## config.mk

```make
export PLATFORM = sky130hd
export DESIGN_NAME = rcfir_sum
export DESIGN_NICKNAME = d
export VERILOG_FILES = /design/src/rcfir_pkg.sv /design/src/rcfir_sum.sv
export SDC_FILE = /design/constraint.sdc
export NUM_CORES = 1
export LEC_CHECK = 0
export ABC_AREA = 1
export ABC_CLOCK_PERIOD_IN_PS = 5200
export BUFFER_PORTS_ARGS = -buffer_cell sky130_fd_sc_hd__clkbuf_2
export CAP_MARGIN = 20
export CORE_ASPECT_RATIO = 0.5
export CORE_MARGIN = 2
export CORE_UTILIZATION = 65
export CTS_BUF_LIST = sky130_fd_sc_hd__clkbuf_4 sky130_fd_sc_hd__clkbuf_8
export DETAILED_ROUTE_END_ITERATION = 7
export PLACE_DENSITY = 0.88
export RECOVER_POWER = 25
export SYNTH_ARGS = -nofsm -noshare
export SYNTH_HDL_FRONTEND = slang
export SYNTH_SLANG_ARGS = --single-unit
export TNS_END_PERCENT = 5
```

## constraint.sdc

```tcl
create_clock -name clk_i -period 5.2 [get_ports clk_i]
set_input_delay 1.04 -clock clk_i [delete_from_list [all_inputs] [get_ports clk_i]]
set_output_delay 1.04 -clock clk_i [all_outputs]
set_load 0.005 [all_outputs]
```

## src/rcfir_pkg.sv

```systemverilog
// Shared types and constants of the row crosstalk FIR.
// Holds the word layouts of both channels, register indexes and commands.
// No dependencies.
package rcfir_pkg;

  // Fixed field widths.
  localparam int PIX_W    = 16;
  localparam int COEF_W   = 16;
  localparam int COL_W    = 12;
  localparam int FRAC_W   = 14;
  localparam int CFG_IDX_W  = 1;
  localparam int CFG_DATA_W = 4;

  // Default geometry.
  localparam int DEF_TAPS       = 7;
  localparam int DEF_TAP_STRIDE = 4;
  localparam int DEF_MAX_PHASES = 8;
  localparam int DEF_MAX_ROW    = 4096;

  // Configuration register indexes.
  localparam logic [CFG_IDX_W-1:0] CFG_PHASE_OFFSET = 1'b0;
  localparam logic [CFG_IDX_W-1:0] CFG_PHASE_COUNT  = 1'b1;

  // Input commands.
  localparam logic CMD_PIXEL = 1'b0;
  localparam logic CMD_LOAD  = 1'b1;

  // Input word.
  typedef struct packed {
    logic                     command;
    logic signed [PIX_W-1:0]  pixel_value;
    logic                     row_end;
    logic [2:0]               coef_phase;
    logic [2:0]               coef_tap;
    logic signed [COEF_W-1:0] coef_value;
  } in_word_t;

  // Output word.
  typedef struct packed {
    logic signed [PIX_W-1:0] corrected_pixel;
    logic [COL_W-1:0]        out_column;
    logic                    row_done;
  } out_word_t;

  // Per-cell control from the sequencer.
  typedef struct packed {
    logic shift_en;
    logic prod_en;
    logic coef_we;
  } cell_ctl_t;

endpackage

```

## src/rcfir_sum.sv

```systemverilog
// Registered adder tree that sums the tap products, with a register at each level.
// Depends on rcfir_pkg.
module rcfir_sum #(
  parameter int TAPS = rcfir_pkg::DEF_TAPS
) (
  input  logic                                             clk_i,
  input  logic [$clog2(TAPS)-1:0]                          en_i,
  input  logic [TAPS-1:0][rcfir_pkg::PIX_W+rcfir_pkg::COEF_W-1:0] prod_i,
  output logic signed [rcfir_pkg::PIX_W+rcfir_pkg::COEF_W+$clog2(TAPS)-1:0] sum_o
);

  localparam int Levels = $clog2(TAPS);
  localparam int Leaves = 2 ** Levels;
  localparam int AccW   = rcfir_pkg::PIX_W + rcfir_pkg::COEF_W + Levels;

  logic signed [AccW-1:0] leaf [Leaves];
  logic signed [AccW-1:0] node_q [Leaves-1];

  // Leaves: sign-extended products, zero padding up to a power of two.
  for (genvar i = 0; i < Leaves; i++) begin : g_leaf
    if (i < TAPS) begin : g_prod
      assign leaf[i] = AccW'($signed(prod_i[i]));
    end else begin : g_pad
      assign leaf[i] = '0;
    end
  end

  // Heap-ordered internal nodes; each level loads with its pipeline stage.
  for (genvar k = 0; k < Leaves - 1; k++) begin : g_node
    localparam int Depth = $clog2(k + 2) - 1;
    localparam int Lvl   = Levels - Depth;
    logic signed [AccW-1:0] lhs, rhs;
    if (2 * k + 1 >= Leaves - 1) begin : g_from_leaf
      assign lhs = leaf[2 * k + 1 - (Leaves - 1)];
      assign rhs = leaf[2 * k + 2 - (Leaves - 1)];
    end else begin : g_from_node
      assign lhs = node_q[2 * k + 1];
      assign rhs = node_q[2 * k + 2];
    end
    always_ff @(posedge clk_i) begin
      if (en_i[Lvl-1]) begin
        node_q[k] <= lhs + rhs;
      end
    end
  end

  assign sum_o = node_q[0];

endmodule
```

Word-level counts from Yosys, hierarchy flattened:

Memory sizes are Yosys's and may differ from the RTL's.
Index checks and enable logic that the tools add are counted.

* input port bits: 228
* memories kept: 1
* register bits: 0
* logic and storage cells: 13
* RAM bits: 245
* output and inout bits: 35

Memories
* node_q: words 7, bits a word 35, rd ports 7, clocked after memory_dff 0, wr ports 7, RTL line rcfir_sum.sv:17 `logic signed [AccW-1:0] node_q [Leaves-1];`

* mux-type cells: 6
* add/subtract/negate cells: 6

Operator list (number)
* adder 35 bit: 3
* adder 32 x 32 -> 33 bit: 3
* 2-to-1 mux 1 bit: 6

Longest topological paths before layout:

* word-level depth: 2
* depth in mapped cells: 14

Least setup slack after synthesis:

Ideal clock, no wire load.

* path kind: in2reg
* start point: in prod_i[64] (netlist bit)
* end point: mem node_q[4][30] (netlist bit), data pin
* arrival: 2.344 ns
* library setup time: 0.252 ns
* stages on the path: 12
* setup slack: 2.603 ns
* cells stage by stage: ha_1 -> fa_1 -> nand3_1 -> nand2_2 -> nand3_1 -> nand2_1 -> nand2_1 -> nand2_2 -> nand2_1 -> nand2_1 -> nand2_1 -> nand2_1

RTL lines
* start, declared: RTL line rcfir_sum.sv:8 `input logic [TAPS-1:0][rcfir_pkg::PIX_W+rcfir_pkg::COEF_W-1:0] prod_i,`
* end, declared: RTL line rcfir_sum.sv:17

==> impl_metrics.tcl <==
set metrics [dict create \
    start_kind "input port" \
    outcome "complete, but fails checks" \
    path_buf_inv 2 \
    slowest_delay_ns 1.16 \
    drt_wl_total_mm 62.0 \
    synth_compound_area_frac 0.0925 \
    synthesis.nets 3436 \
    grt_max_degree 105 \
    total_power_mw 8.89 \
    coreArea_um2 31700 \
    synth_edf_count 236 \
    fin_worst_skew_ns 0.0426 \
    async_flop_share 0 \
    hold_viol_final 0 \
    crit_path_max_fanout 104 \
    gr-usage-all-layers 0.353 \
    synth.area.top_cells "edfxtp_1, nand2_1, ha_1, inv_1, nor2_1" \
    met3_length_mm 6.90 \
    diodes 0 \
    syn_avg_cell_area_um2 6.98 \
    synthSimpleGateAreaFrac 0.318 \
    largest-register "node_q" \
    antenna_found_initial 0 \
    rsz0062_at_grt "no" \
    vias 21000 \
    maxCapViolations 2 \
    multi_input_comb_area_um2 12000 \
    cp_cell_sequence "clkbuf_1 > buf_12" \
    cp_slowest_cell "clkbuf_1" \
    post_cts_resized 0 \
    largest_register_ffs 236 \
    hpwl_mm 51.5 \
    area_growth_pct 12.2 \
    seq_area_um2 7090 \
    cts.htree.levels 2 \
    slew-limit-headroom -0.305 \
    worst_pin_slew_ns 1.96 \
    period_share 0.515 \
    synthMuxAreaShare 0 \
    start_util 0.661 \
    clock.fmax_mhz 374 \
    ys_seq_area_frac 0.338 \
    setup_tns_ns 0 \
    die_w_um 258 \
    slew_violations 64 \
    ant_nets 0 \
    vdd_drop_max_uv 208 \
    gr-total-overflow 0 \
    place_congestion 1.02 \
    syn_area_um2 21000 \
    portBuffers 262 \
    die_area_um2 33800 \
    dpl.cell_count 3700 \
    crit_arrival_ns 2.84 \
    cp.required_ns 5.37 \
    synth_top_family_by_area "simple AND/OR/NAND/NOR gates" \
    synth_fa_ha_area_frac 0.123 \
    first_pass_iters 8 \
    powerDensity_nw_per_um2 378 \
    critical_path.top_delay_family "buffers and inverters" \
    layout-drive-gt1-share 0.119 \
    cts_buffers 35 \
    met2WireLength_mm 27.0 \
    syn_inst 3006 \
    reg_top3 "node_q (236)" \
    top_layer "met4" \
    drt_iter0_drc 2906 \
    grt_pass1_vias 18400 \
    die_h_um 131 \
    synth_cell_types 29 \
    crit_type "in2reg" \
    clk_pin_slew_ns 0.06 \
    final_nets 3735 \
    io_pins 263 \
    rows 46 \
    wl_met1_mm 26.8 \
    synth_top_area_share 0.338 \
    clock-sinks 236 \
    synth-main-ff-cell "edfxtp_1" \
    yosysTopAreaCell "edfxtp_1" \
    cts_tree "done" \
    ys_warn_count 0 \
    synth-xor-area-share 0.0405 \
    clk_latency_ns 0.57 \
    holdCritPathClass "reg2reg" \
    fin_crit_ns 2.68 \
    ctsHoldBuffers 0 \
    instances_no_fill 3763 \
    ys_ff_latch 236 \
    clock_path_buffers 3 \
    drcViolationCount 0 \
    cp-end-kind "flop" \
    post_cts_buffers 0 \
    grt_pass1_wl_mm 93.6 \
    power_leakage_nw 12.4 \
    cts_root_buf "clkbuf_8" \
    drt-wirelength-per-cell_um 16.5 \
    setup_viol 0 \
    viasPerCell 5.59 \
    n_fill_cell 2616 \
    violations "capacitance limit, slew limit" \
]
[synth_stat cells (6+ instances only)]
cell	number
edfxtp_1	236
xor2_1	92
nor3_1	44
nand4_1	35
nor2_2	13
nand3_2	9
nand3_1	131
a21oi_2	8
nand2_1	995
nor2_1	314
nand2_2	59
o21bai_1	22
inv_1	491
a21oi_1	206
ha_1	196
o21ai_0	112
fa_1	6
a21o_1	9
[final cells by class]
class | count | area share
multi-input cells | 2276 | 0.511
flip-flops and latches | 236 | 0.301
inverters | 492 | 0.0785
repair buffers | 264 | 0.0559
clock buffers | 44 | 0.0236
well taps | 432 | 0.0230
clock inverters | 19 | 0.00728
[power breakdown]
| group | switching (mW) | leakage [nW] | internal [mW] |
|---|---|---|---|
| Sequential | 0.227 | 2.31 | 2.76 |
| Combinational | 2.84 | 9.70 | 1.43 |
| Clock | 0.774 | 0.381 | 0.860 |
| Total | 3.85 | 12.4 | 5.05 |
[logic make-up (layout without fill, tap and decap cells)]
kind of cell | count (synthesis) | after routing
fa+ha+maj | 202 | 202
buf+inv | 494 | 819
compound gates | 363 | 363
simple gates | 1614 | 1614
flops | 236 | 236
xor+xnor | 97 | 97
[metrics by stage]
step,hold WS [ns],worst slack [ns],cell area [um^2],utilization
2_1_floorplan,0.513,2.60,21000,-
3_3_place_gp,0.524,2.25,22800,0.721
3_5_place_dp,0.559,2.22,22800,0.721
4_1_cts,0.557,2.70,23600,0.743
5_1_grt,0.582,2.41,23500,0.742
6_report,0.557,2.52,23500,0.742
[cells in the final DEF, fill, tap and decap left out, types with 6 or more instances in the layout]
cell type / instances
nand3_1: 134
xor2_1: 92
nand2_1: 995
a21oi_2: 8
fa_1: 6
edfxtp_1: 236
nor3_1: 44
clkbuf_2: 244
a21o_1: 9
clkinv_2: 6
nand3_2: 6
o21bai_1: 22
inv_1: 491
nor2_1: 314
nand4_1: 35
clkbuf_1: 18
clkinv_1: 7
a21oi_1: 206
clkbuf_8: 36
nor2_2: 13
nand2_2: 59
ha_1: 196
clkbuf_4: 8
o21ai_0: 112
[per-layer routing]
layer	vias to the layer above	GRT usage
li1	10300	-
met1	9506	0.509
met2	1121	0.560
met3	107	0.0579
met4	0	0.0843
met5	-	0
[final timing paths]
kind | slack (ns) | endpoint | depth (start not counted) | start
setup / recovery | 2.52 | node_q[6][28] | 2 | en_i[0]
hold / removal | 0.56 | node_q[0][0] | 1 | node_q[2][0]
hold reg to reg | 0.56 | node_q[0][0] | 1 | node_q[2][0]
setup reg to reg | 2.63 | node_q[2][22] | 13 | node_q[5][0]
(Power assumes the default switching activity.)
