## src/rcfir_pkg.sv

```systemverilog
// Shared types and constants of the row crosstalk FIR.
// Holds the word layouts of both channels, register indexes and commands.
// No dependencies.
package rcfir_pkg;

  // Fixed field widths.
  localparam int PIX_W    = 16;
  localparam int COEF_W   = 16;
  localparam int COL_W    = 12;
  localparam int FRAC_W   = 14;
  localparam int CFG_IDX_W  = 1;
  localparam int CFG_DATA_W = 4;

  // Default geometry.
  localparam int DEF_TAPS       = 7;
  localparam int DEF_TAP_STRIDE = 4;
  localparam int DEF_MAX_PHASES = 8;
  localparam int DEF_MAX_ROW    = 4096;

  // Configuration register indexes.
  localparam logic [CFG_IDX_W-1:0] CFG_PHASE_OFFSET = 1'b0;
  localparam logic [CFG_IDX_W-1:0] CFG_PHASE_COUNT  = 1'b1;

  // Input commands.
  localparam logic CMD_PIXEL = 1'b0;
  localparam logic CMD_LOAD  = 1'b1;

  // Input word.
  typedef struct packed {
    logic                     command;
    logic signed [PIX_W-1:0]  pixel_value;
    logic                     row_end;
    logic [2:0]               coef_phase;
    logic [2:0]               coef_tap;
    logic signed [COEF_W-1:0] coef_value;
  } in_word_t;

  // Output word.
  typedef struct packed {
    logic signed [PIX_W-1:0] corrected_pixel;
    logic [COL_W-1:0]        out_column;
    logic                    row_done;
  } out_word_t;

  // Per-cell control from the sequencer.
  typedef struct packed {
    logic shift_en;
    logic prod_en;
    logic coef_we;
  } cell_ctl_t;

endpackage

```

## src/rcfir_cell.sv

```systemverilog
// One tap cell: a segment of the sample delay line, the coefficient bank of
// its tap and a registered multiplier. Depends on rcfir_pkg.
module rcfir_cell #(
  parameter int DEPTH      = rcfir_pkg::DEF_TAP_STRIDE,
  parameter int MAX_PHASES = rcfir_pkg::DEF_MAX_PHASES,
  parameter int MAX_ROW    = rcfir_pkg::DEF_MAX_ROW,
  parameter int LIVE_FROM  = 0
) (
  input  logic                                clk_i,
  input  rcfir_pkg::cell_ctl_t                ctl_i,
  input  logic signed [rcfir_pkg::PIX_W-1:0]  sample_i,
  output logic signed [rcfir_pkg::PIX_W-1:0]  sample_o,
  input  logic [((MAX_PHASES > 1) ? $clog2(MAX_PHASES) : 1)-1:0] coef_waddr_i,
  input  logic signed [rcfir_pkg::COEF_W-1:0] coef_wdata_i,
  input  logic [((MAX_PHASES > 1) ? $clog2(MAX_PHASES) : 1)-1:0] coef_raddr_i,
  input  logic [$clog2(MAX_ROW)-1:0]          col_i,
  output logic signed [rcfir_pkg::PIX_W+rcfir_pkg::COEF_W-1:0] prod_o
);

  logic signed [rcfir_pkg::PIX_W-1:0]  win_q [DEPTH];
  logic signed [rcfir_pkg::COEF_W-1:0] bank_q [MAX_PHASES];
  logic signed [rcfir_pkg::COEF_W-1:0] coef_q;
  logic signed [rcfir_pkg::PIX_W+rcfir_pkg::COEF_W-1:0] prod_q;
  logic live;

  // Delay line segment; the head register is this cell's tap.
  always_ff @(posedge clk_i) begin
    if (ctl_i.shift_en) begin
      win_q[0] <= sample_i;
      for (int j = 1; j < DEPTH; j++) begin
        win_q[j] <= win_q[j-1];
      end
    end
  end

  assign sample_o = win_q[DEPTH-1];

  // Coefficient bank with a registered read for the phase of the next output.
  always_ff @(posedge clk_i) begin
    if (ctl_i.coef_we) begin
      bank_q[coef_waddr_i] <= coef_wdata_i;
    end
  end

  always_ff @(posedge clk_i) begin
    if (ctl_i.shift_en) begin
      coef_q <= bank_q[coef_raddr_i];
    end
  end

  // The tap sample lies inside the current row once the output column is far
  // enough from the row start.
  assign live = (int'(col_i) >= LIVE_FROM);

  // Registered signed product; a tap before the row start contributes nothing.
  always_ff @(posedge clk_i) begin
    if (ctl_i.prod_en) begin
      if (live) begin
        prod_q <= win_q[0] * coef_q;
      end else begin
        prod_q <= '0;
      end
    end
  end

  assign prod_o = prod_q;

endmodule

```

## config.mk

```make
export PLATFORM = sky130hd
export DESIGN_NAME = rcfir_cell
export DESIGN_NICKNAME = d
export VERILOG_FILES = /design/src/rcfir_pkg.sv /design/src/rcfir_cell.sv
export SDC_FILE = /design/constraint.sdc
export NUM_CORES = 1
export LEC_CHECK = 0
export BUFFER_PORTS_ARGS = -buffer_cell sky130_fd_sc_hd__buf_2
export CORE_MARGIN = 2
export CORE_UTILIZATION = 64
export CTS_BUF_LIST = sky130_fd_sc_hd__clkbuf_4 sky130_fd_sc_hd__clkbuf_8
export DETAILED_ROUTE_END_ITERATION = 10
export PLACE_DENSITY_LB_ADDON = 0.12
export SYNTH_ARGS = -nofsm -noshare
export SYNTH_HDL_FRONTEND = slang
export SYNTH_SLANG_ARGS = --single-unit
export TNS_END_PERCENT = 100
```

## constraint.sdc

```tcl
create_clock -name clk_i -period 7.92 [get_ports clk_i]
set_input_delay 1.584 -clock clk_i [delete_from_list [all_inputs] [get_ports clk_i]]
set_output_delay 1.584 -clock clk_i [all_outputs]
set_load 0.01 [all_outputs]
```

; ---- Word-level counts from Yosys, hierarchy flattened
; Memories as Yosys holds them, arrays and structs flattened. A register that Yosys moved wholly into a read port is not among the register bits.
; Index checks and enable logic that the tools add are counted.
[classes]
multipliers = 1
mux = 4
[ops]
columns = cell, n
row1 = 16-bit by 16-bit multiplier with 32-bit output, 1
row2 = 1-bit 2-to-1 mux, 4
[word_totals]
reg_bits = 32
ram_bits = 192
inputBits = 54
elab_cells = 8
mem_count = 2
[mem_list]
columns = memory, depth, width, rd, rd_ports_with_merged_regs, write_ports, line
row1 = bank_q, 8, 16, 1, 1, 1, rcfir_cell.sv:21  ; logic signed [rcfir_pkg::COEF_W-1:0] bank_q [MAX_PHASES];
row2 = win_q, 4, 16, 4, 0, 4, rcfir_cell.sv:20  ; logic signed [rcfir_pkg::PIX_W-1:0] win_q [DEPTH];

; ---- Logic depth before layout (Yosys ltp)
; Gate-level depths: netlist of run 1.
[logic_depth]
ltp_word = 2
depth_mapped = 22
mapped_depth_nobuf = 20

; ---- Worst setup path before layout of run 1
; OpenSTA, ideal clock, no wires.
[synth_path]
path_type = register to register
from = memory win_q[0][15] (netlist bit)
to = register prod_q, in the netlist prod_o[25] (data pin)
arrival_ps = 5731
required_ps = 7785
slack_ps = 2055
path_stages_with_launch = 23
path_buffers = 2
synth_period_minus_slack_ps = 5865
cell_sequence = edfxtp_1 clkbuf_1 nand2_1 inv_1 fa_1 inv_1 fa_1 fa_1 inv_1 fa_1 fa_1 inv_1 fa_1 inv_1 ha_1 buf_6 a21o_1 a21o_1 a221oi_2 nor4b_4 a21oi_2 a2111o_1 nand3_1
[synth_lines]
columns = item, line
row1 = "start, declared", rcfir_cell.sv:20
row2 = "end signal, assigned", rcfir_cell.sv:59  ; prod_q <= win_q[0] * coef_q;
row3 = "end, declared", rcfir_cell.sv:23  ; logic signed [rcfir_pkg::PIX_W+rcfir_pkg::COEF_W-1:0] prod_q;

==> flow_summary.yaml, run 1 <==
outcome:
  status: "finished, final reports clean"
placed_design:
  dp_slack_ns: 1.244
  gp_congestion: 0.8479
  io_buffers: 89
  placed_area_um2: 18980
  dp_hpwl_mm: 24.69
sta:
  rsz0062_at_grt: "false"
  finalClockSkew_ns: 0.03616
  slew_headroom: 0.2553
  setup_slack_ns: 1.291
  setup_violations: 0
  tightest_slew_ns: 1.116
  setup_tns_ns: 0
  hold_slack_ns: 0.4154
  period_needed_ns: 6.629
  drv_slew: 0
  hold_viol: 0
  timing.final.crit_share: 0.8370
  fmax_ghz: 0.1509
clocking:
  cts_tree: "built"
  clock-root-buffer: "clkbuf_8"
  cts_sinks: 240
  cts_buffer_depth: 3
  htree_levels: 2
  cts_resized: 0
  cts_setup_buffers: 0
  path_clk_slew_ns: 0.07
  cts_inserted_buffers: 39
  clock_latency_ns: 0.58
  cts_hold_buf: 0
min_path:
  whs_endpoint: "win_q[3][7]"
  min_from: "win_q[2][7]"
  min_path_cells: 0
  hold_path.class: "reg -> reg"
route:
  via_per_inst: 5.519
  first_iter_violations: 715
  via_count: 10510
  drt_pre_antenna_iters: 5
  remaining_drc_errors: 0
  ant_nets: 0
  routed_wl_mm: 34.64
  wire_per_inst_um: 18.18
synth:
  synthesis.area_um2: 18160
  synth_cells: 1411
  synth_nets: 1809
  synth-edff-count: 240
  synth_fa_ha_area_frac: 0.3453
  post_synth.cell_area_avg_um2: 12.87
  muxShareOfSynthArea: 0.05022
  post_synth_num_cell_types: 58
  ys_ff_latch: 240
  synthSimpleGateAreaFrac: 0.09182
  yosysSeqAreaShare: 0.3968
  synth-xor-area-share: 0.01447
  async_reset_ff_frac: 0
  synth_compound_area_frac: 0.03224
  ys_warn_count: 0
  synthFlopType: "edfxtp_1"
  synth_top_family_by_area: "adder cells"
final_layout:
  fin_area_um2: 19770
  layout_common_cells: "inv_1 (286), fa_1 (262), edfxtp_1 (240), nand2_1 (135), and2_1 (123)"
  final_common_cell: "inv_1"
  nFillCells: 1958
  num-nets-final: 1899
  diodes: 0
  synthToLayoutAreaGrowth_pct: 8.838
  drive_above_1_share: 0.1441
setup_path:
  arrival_ns: 7.02
  rrSetupSlack_ns: 1.29
  slowest_stage: "edfxtp_1"
  crit_fanout: 17
  path_common_cell: "fa_1"
  path_cells: "nand2_1 -> fa_1 -> fa_1 -> fa_1 -> fa_1 -> inv_1 -> fa_1 -> fa_1 -> ha_1 -> o21ai_0 -> o2bb2ai_1 -> o311ai_1 -> a21o_1 -> a21boi_1 -> o31a_1 -> o211ai_1"
  crit_path_end_kind: "register"
  cp.required_ns: 8.32
  r2r-end: "prod_o[30]"
  critPathKind: "reg -> reg"
  cpPeakStageDelay_ns: 0.83
  setup.worst_path.start_class: "register"
  rr_worst_depth: 16
  reg2reg_from: "win_q[0][9]"
global_routing:
  grt_pass1_wl_mm: 57.17
  grt_max_degree: 64
  grt_antenna_before_repair: 1
  grt.total_usage: 0.2551
  grt_pass1_vias: 11240
  grt.overflow.total: 0
die:
  fp.dieH_um: 172.5
  ioPinCount: 102
  start_util: 0.6520
  die_x_um: 172.5
  coreArea_um2: 27860
  die_area_um2: 29740
  std_cell_rows: 61
job:
  drv_cap: 0
[area by class of cell]
class / instances / area, µm² / share of cell area
Sequential cell: 240 / 7207 / 0.3646
Clock inverter: 17 / 173.9 / 0.008797
Multi-Input combinational cell: 840 / 9737 / 0.4925
Inverter: 286 / 1074 / 0.05430
Clock buffer: 50 / 619.3 / 0.03133
Timing Repair Buffer: 94 / 485.5 / 0.02456
Tap cell: 378 / 473.0 / 0.02392
[layer usage]
layer | up-vias | wire [µm] | global-route usage | part of all wire
met3 | 58 | 1912 | 0.03799 | 0.055
met1 | 5422 | 14620 | 0.3487 | 0.42
met2 | 305 | 17360 | 0.4348 | 0.50
li1 | 4726 | - | - | -
met5 | - | 13 | 0 | 0.00038
met4 | 2 | 734 | 0.06796 | 0.021
[worst max-delay path: cells and delay by family, from the launching register on]
| family | cells | cell delay [ns] |
|---|---|---|
| AOI/OAI and AO/OA | 7 | 2.04 |
| adders and majority gates | 7 | 3.37 |
| buffers and inverters | 1 | 0.05 |
| DFF | 1 | 0.83 |
| and+or+nand+nor | 1 | 0.18 |
[worst max-delay path by stage]
stage | cells past startpoint | slack [ns] | startpoint | endpoint
after floorplan | 22 | 2.05 | win_q[0][15] | prod_o[25]
after global placement | 18 | 1.35 | coef_q[1] | prod_o[30]
after detailed placement | 16 | 1.24 | win_q[0][10] | prod_o[30]
after CTS | 17 | 1.20 | win_q[0][7] | prod_o[30]
after global routing | 16 | 0.92 | win_q[0][9] | prod_o[30]
final | 16 | 1.29 | win_q[0][9] | prod_o[30]
[flip-flops by register name, summed over array words and instances, names as in the netlist]
register,count
coef_q,16
win_q,64
prod_o,32
bank_q,128
[cell usage after synthesis, drive strengths merged (17+ instances only)]
master / instances / area share
a21oi: 28 / 0.0079
and2: 123 / 0.042
clkbuf: 39 / 0.0081
edfxtp: 240 / 0.40
fa: 262 / 0.29
ha: 82 / 0.056
inv: 286 / 0.059
mux2: 17 / 0.011
mux4: 32 / 0.040
nand2: 135 / 0.028
nor2: 29 / 0.0060
xnor2: 22 / 0.011
[kinds of logic (layout without fill, tap and decap cells)]
family	count (synthesis)	after routing
adder cells (fa/ha/maj)	344	344
buffers and inverters	331	447
AND/OR/NAND/NOR	330	330
flip-flops	240	240
AO/OA/AOI/OAI	87	87
multiplexers	49	49
XOR/XNOR	30	30
[metrics by stage]
stage | instances | utilization
final | 1905 | 0.7096
after global routing | 1905 | 0.7096
after CTS | 1905 | 0.7096
after detailed placement | 1838 | 0.6812
after global placement | 1838 | 0.6812
after floorplan | 1411 | -
Power of run 1 is left out: the tool's default activity adds up to more than one toggle a clock period on the data nets, which glitch-free logic cannot reach.
==> run 2, diff against run 1 <==
==> constraint.sdc (replaced) <==
create_clock -name clk_i -period 6.8 [get_ports clk_i]
set_input_delay 1.36 -clock clk_i [delete_from_list [all_inputs] [get_ports clk_i]]
set_output_delay 1.36 -clock clk_i [all_outputs]
set_load 0.01 [all_outputs]
==> flow_summary.yaml, run 2 (synthesized netlist as in run 1, its figures left out) <==
global_routing:
  grt_pass1_wl_mm: 58.88
  grt.overflow.total: 0
  grt_antenna_before_repair: 3
  grt_pass1_vias: 11660
  grt_max_degree: 65
  grt.total_usage: 0.2605
setup_path:
  crit_path_end_kind: "register"
  arrival_ns: 6.72
  cp.required_ns: 7.10
  path_cells: "nand2_1 -> fa_1 -> inv_1 -> fa_1 -> fa_1 -> fa_1 -> fa_1 -> inv_1 -> fa_1 -> inv_1 -> ha_1 -> nand4_1 -> nor2_1 -> o311ai_1 -> buf_4 -> a21o_1 -> a21boi_1 -> o31a_1 -> o211ai_1"
  crit_fanout: 17
  setup.worst_path.start_class: "register"
  cp_num_buf_inv: 4
  critPathKind: "reg -> reg"
  slowest_stage: "edfxtp_1"
  path_common_cell: "fa_1"
  cpPeakStageDelay_ns: 0.85
  path_delay_family: "adder cells"
clocking:
  cts_setup_buffers: 0
  clock-root-buffer: "clkbuf_8"
  cts_resized: 0
  clock_latency_ns: 0.56
  cts_tree: "built"
  cts_buffer_depth: 3
  htree_levels: 2
  cts_hold_buf: 0
  cts_sinks: 240
  path_clk_slew_ns: 0.06
  cts_inserted_buffers: 38
final_layout:
  largest_reg_flops: 128
  fin_area_um2: 19910
  multi_input_area_um2: 9737
  regMostFlops: "bank_q"
  nFillCells: 1905
  layout_common_cells: "inv_1 (286), fa_1 (262), edfxtp_1 (240), nand2_1 (135), and2_1 (123)"
  final_common_cell: "inv_1"
  drive_above_1_share: 0.1566
  synthToLayoutAreaGrowth_pct: 9.602
  fin_util: 0.7146
  num-nets-final: 1922
  diodes: 0
  regArea_um2: 7207
route:
  drt_pre_antenna_iters: 5
  wire_per_inst_um: 17.96
  remaining_drc_errors: 0
  ant_nets: 0
  dr_wl_met2_mm: 17.16
  via_per_inst: 5.473
  highest_layer: "met5"
  met1Wirelength_mm: 14.26
  via_count: 10560
  wl_met3_mm: 2.321
  routed_wl_mm: 34.66
  first_iter_violations: 684
sta:
  finalClockSkew_ns: 0.01910
  slew_headroom: 0.2704
  timing.final.crit_share: 0.9443
  period_needed_ns: 6.421
  fmax_ghz: 0.1557
  rsz0062_at_grt: "false"
  hold_viol: 0
  setup_slack_ns: 0.3785
  tightest_slew_ns: 1.093
  setup_tns_ns: 0
  drv_slew: 0
  setup_violations: 0
die:
  ioPinCount: 102
  std_cell_rows: 61
  start_util: 0.6520
  fp.dieH_um: 172.5
  die_x_um: 172.5
  coreArea_um2: 27860
  die_area_um2: 29740
placed_design:
  dp_slack_ns: 0.4193
  gp_congestion: 0.8490
  dp_hpwl_mm: 25.77
  placed_area_um2: 19160
  io_buffers: 89
outcome:
  status: "finished, final reports clean"
job:
  drv_cap: 0
min_path:
  hold_path.class: "reg -> reg"
run 2: routing by layer:
metal  vias up  global-route usage
met5         -                   0
met4         6             0.07417
met3        75             0.04601
met2       331              0.4417
met1      5377              0.3513
li1       4774                   -
run 2: worst paths after layout:
check	start	end	slack (ns)	cells after the start
setup / recovery	win_q[0][9]	prod_o[30]	0.38	19
hold / removal	win_q[1][12]	win_q[2][12]	0.42	0
setup reg to reg	win_q[0][9]	prod_o[30]	0.38	19
hold reg to reg	win_q[1][12]	win_q[2][12]	0.42	0
run 2: area by class of cell:
cell class | instances | area share
clock buffers | 45 | 0.02891
clock inverters | 23 | 0.008862
flip-flops and latches | 240 | 0.3620
repair buffers | 118 | 0.03344
well taps | 378 | 0.02376
inverters | 286 | 0.05393
multi-input cells | 840 | 0.4891
run 2: per-stage QoR:
stage                     hold WS [ns]  std cells
after global placement          0.4013       1862
after detailed placement        0.4045       1862
after CTS                       0.4123       1930
after floorplan                 0.4003       1411
after global routing            0.4209       1930
final                           0.4164       1930
Power of run 2 is left out for the same reason.
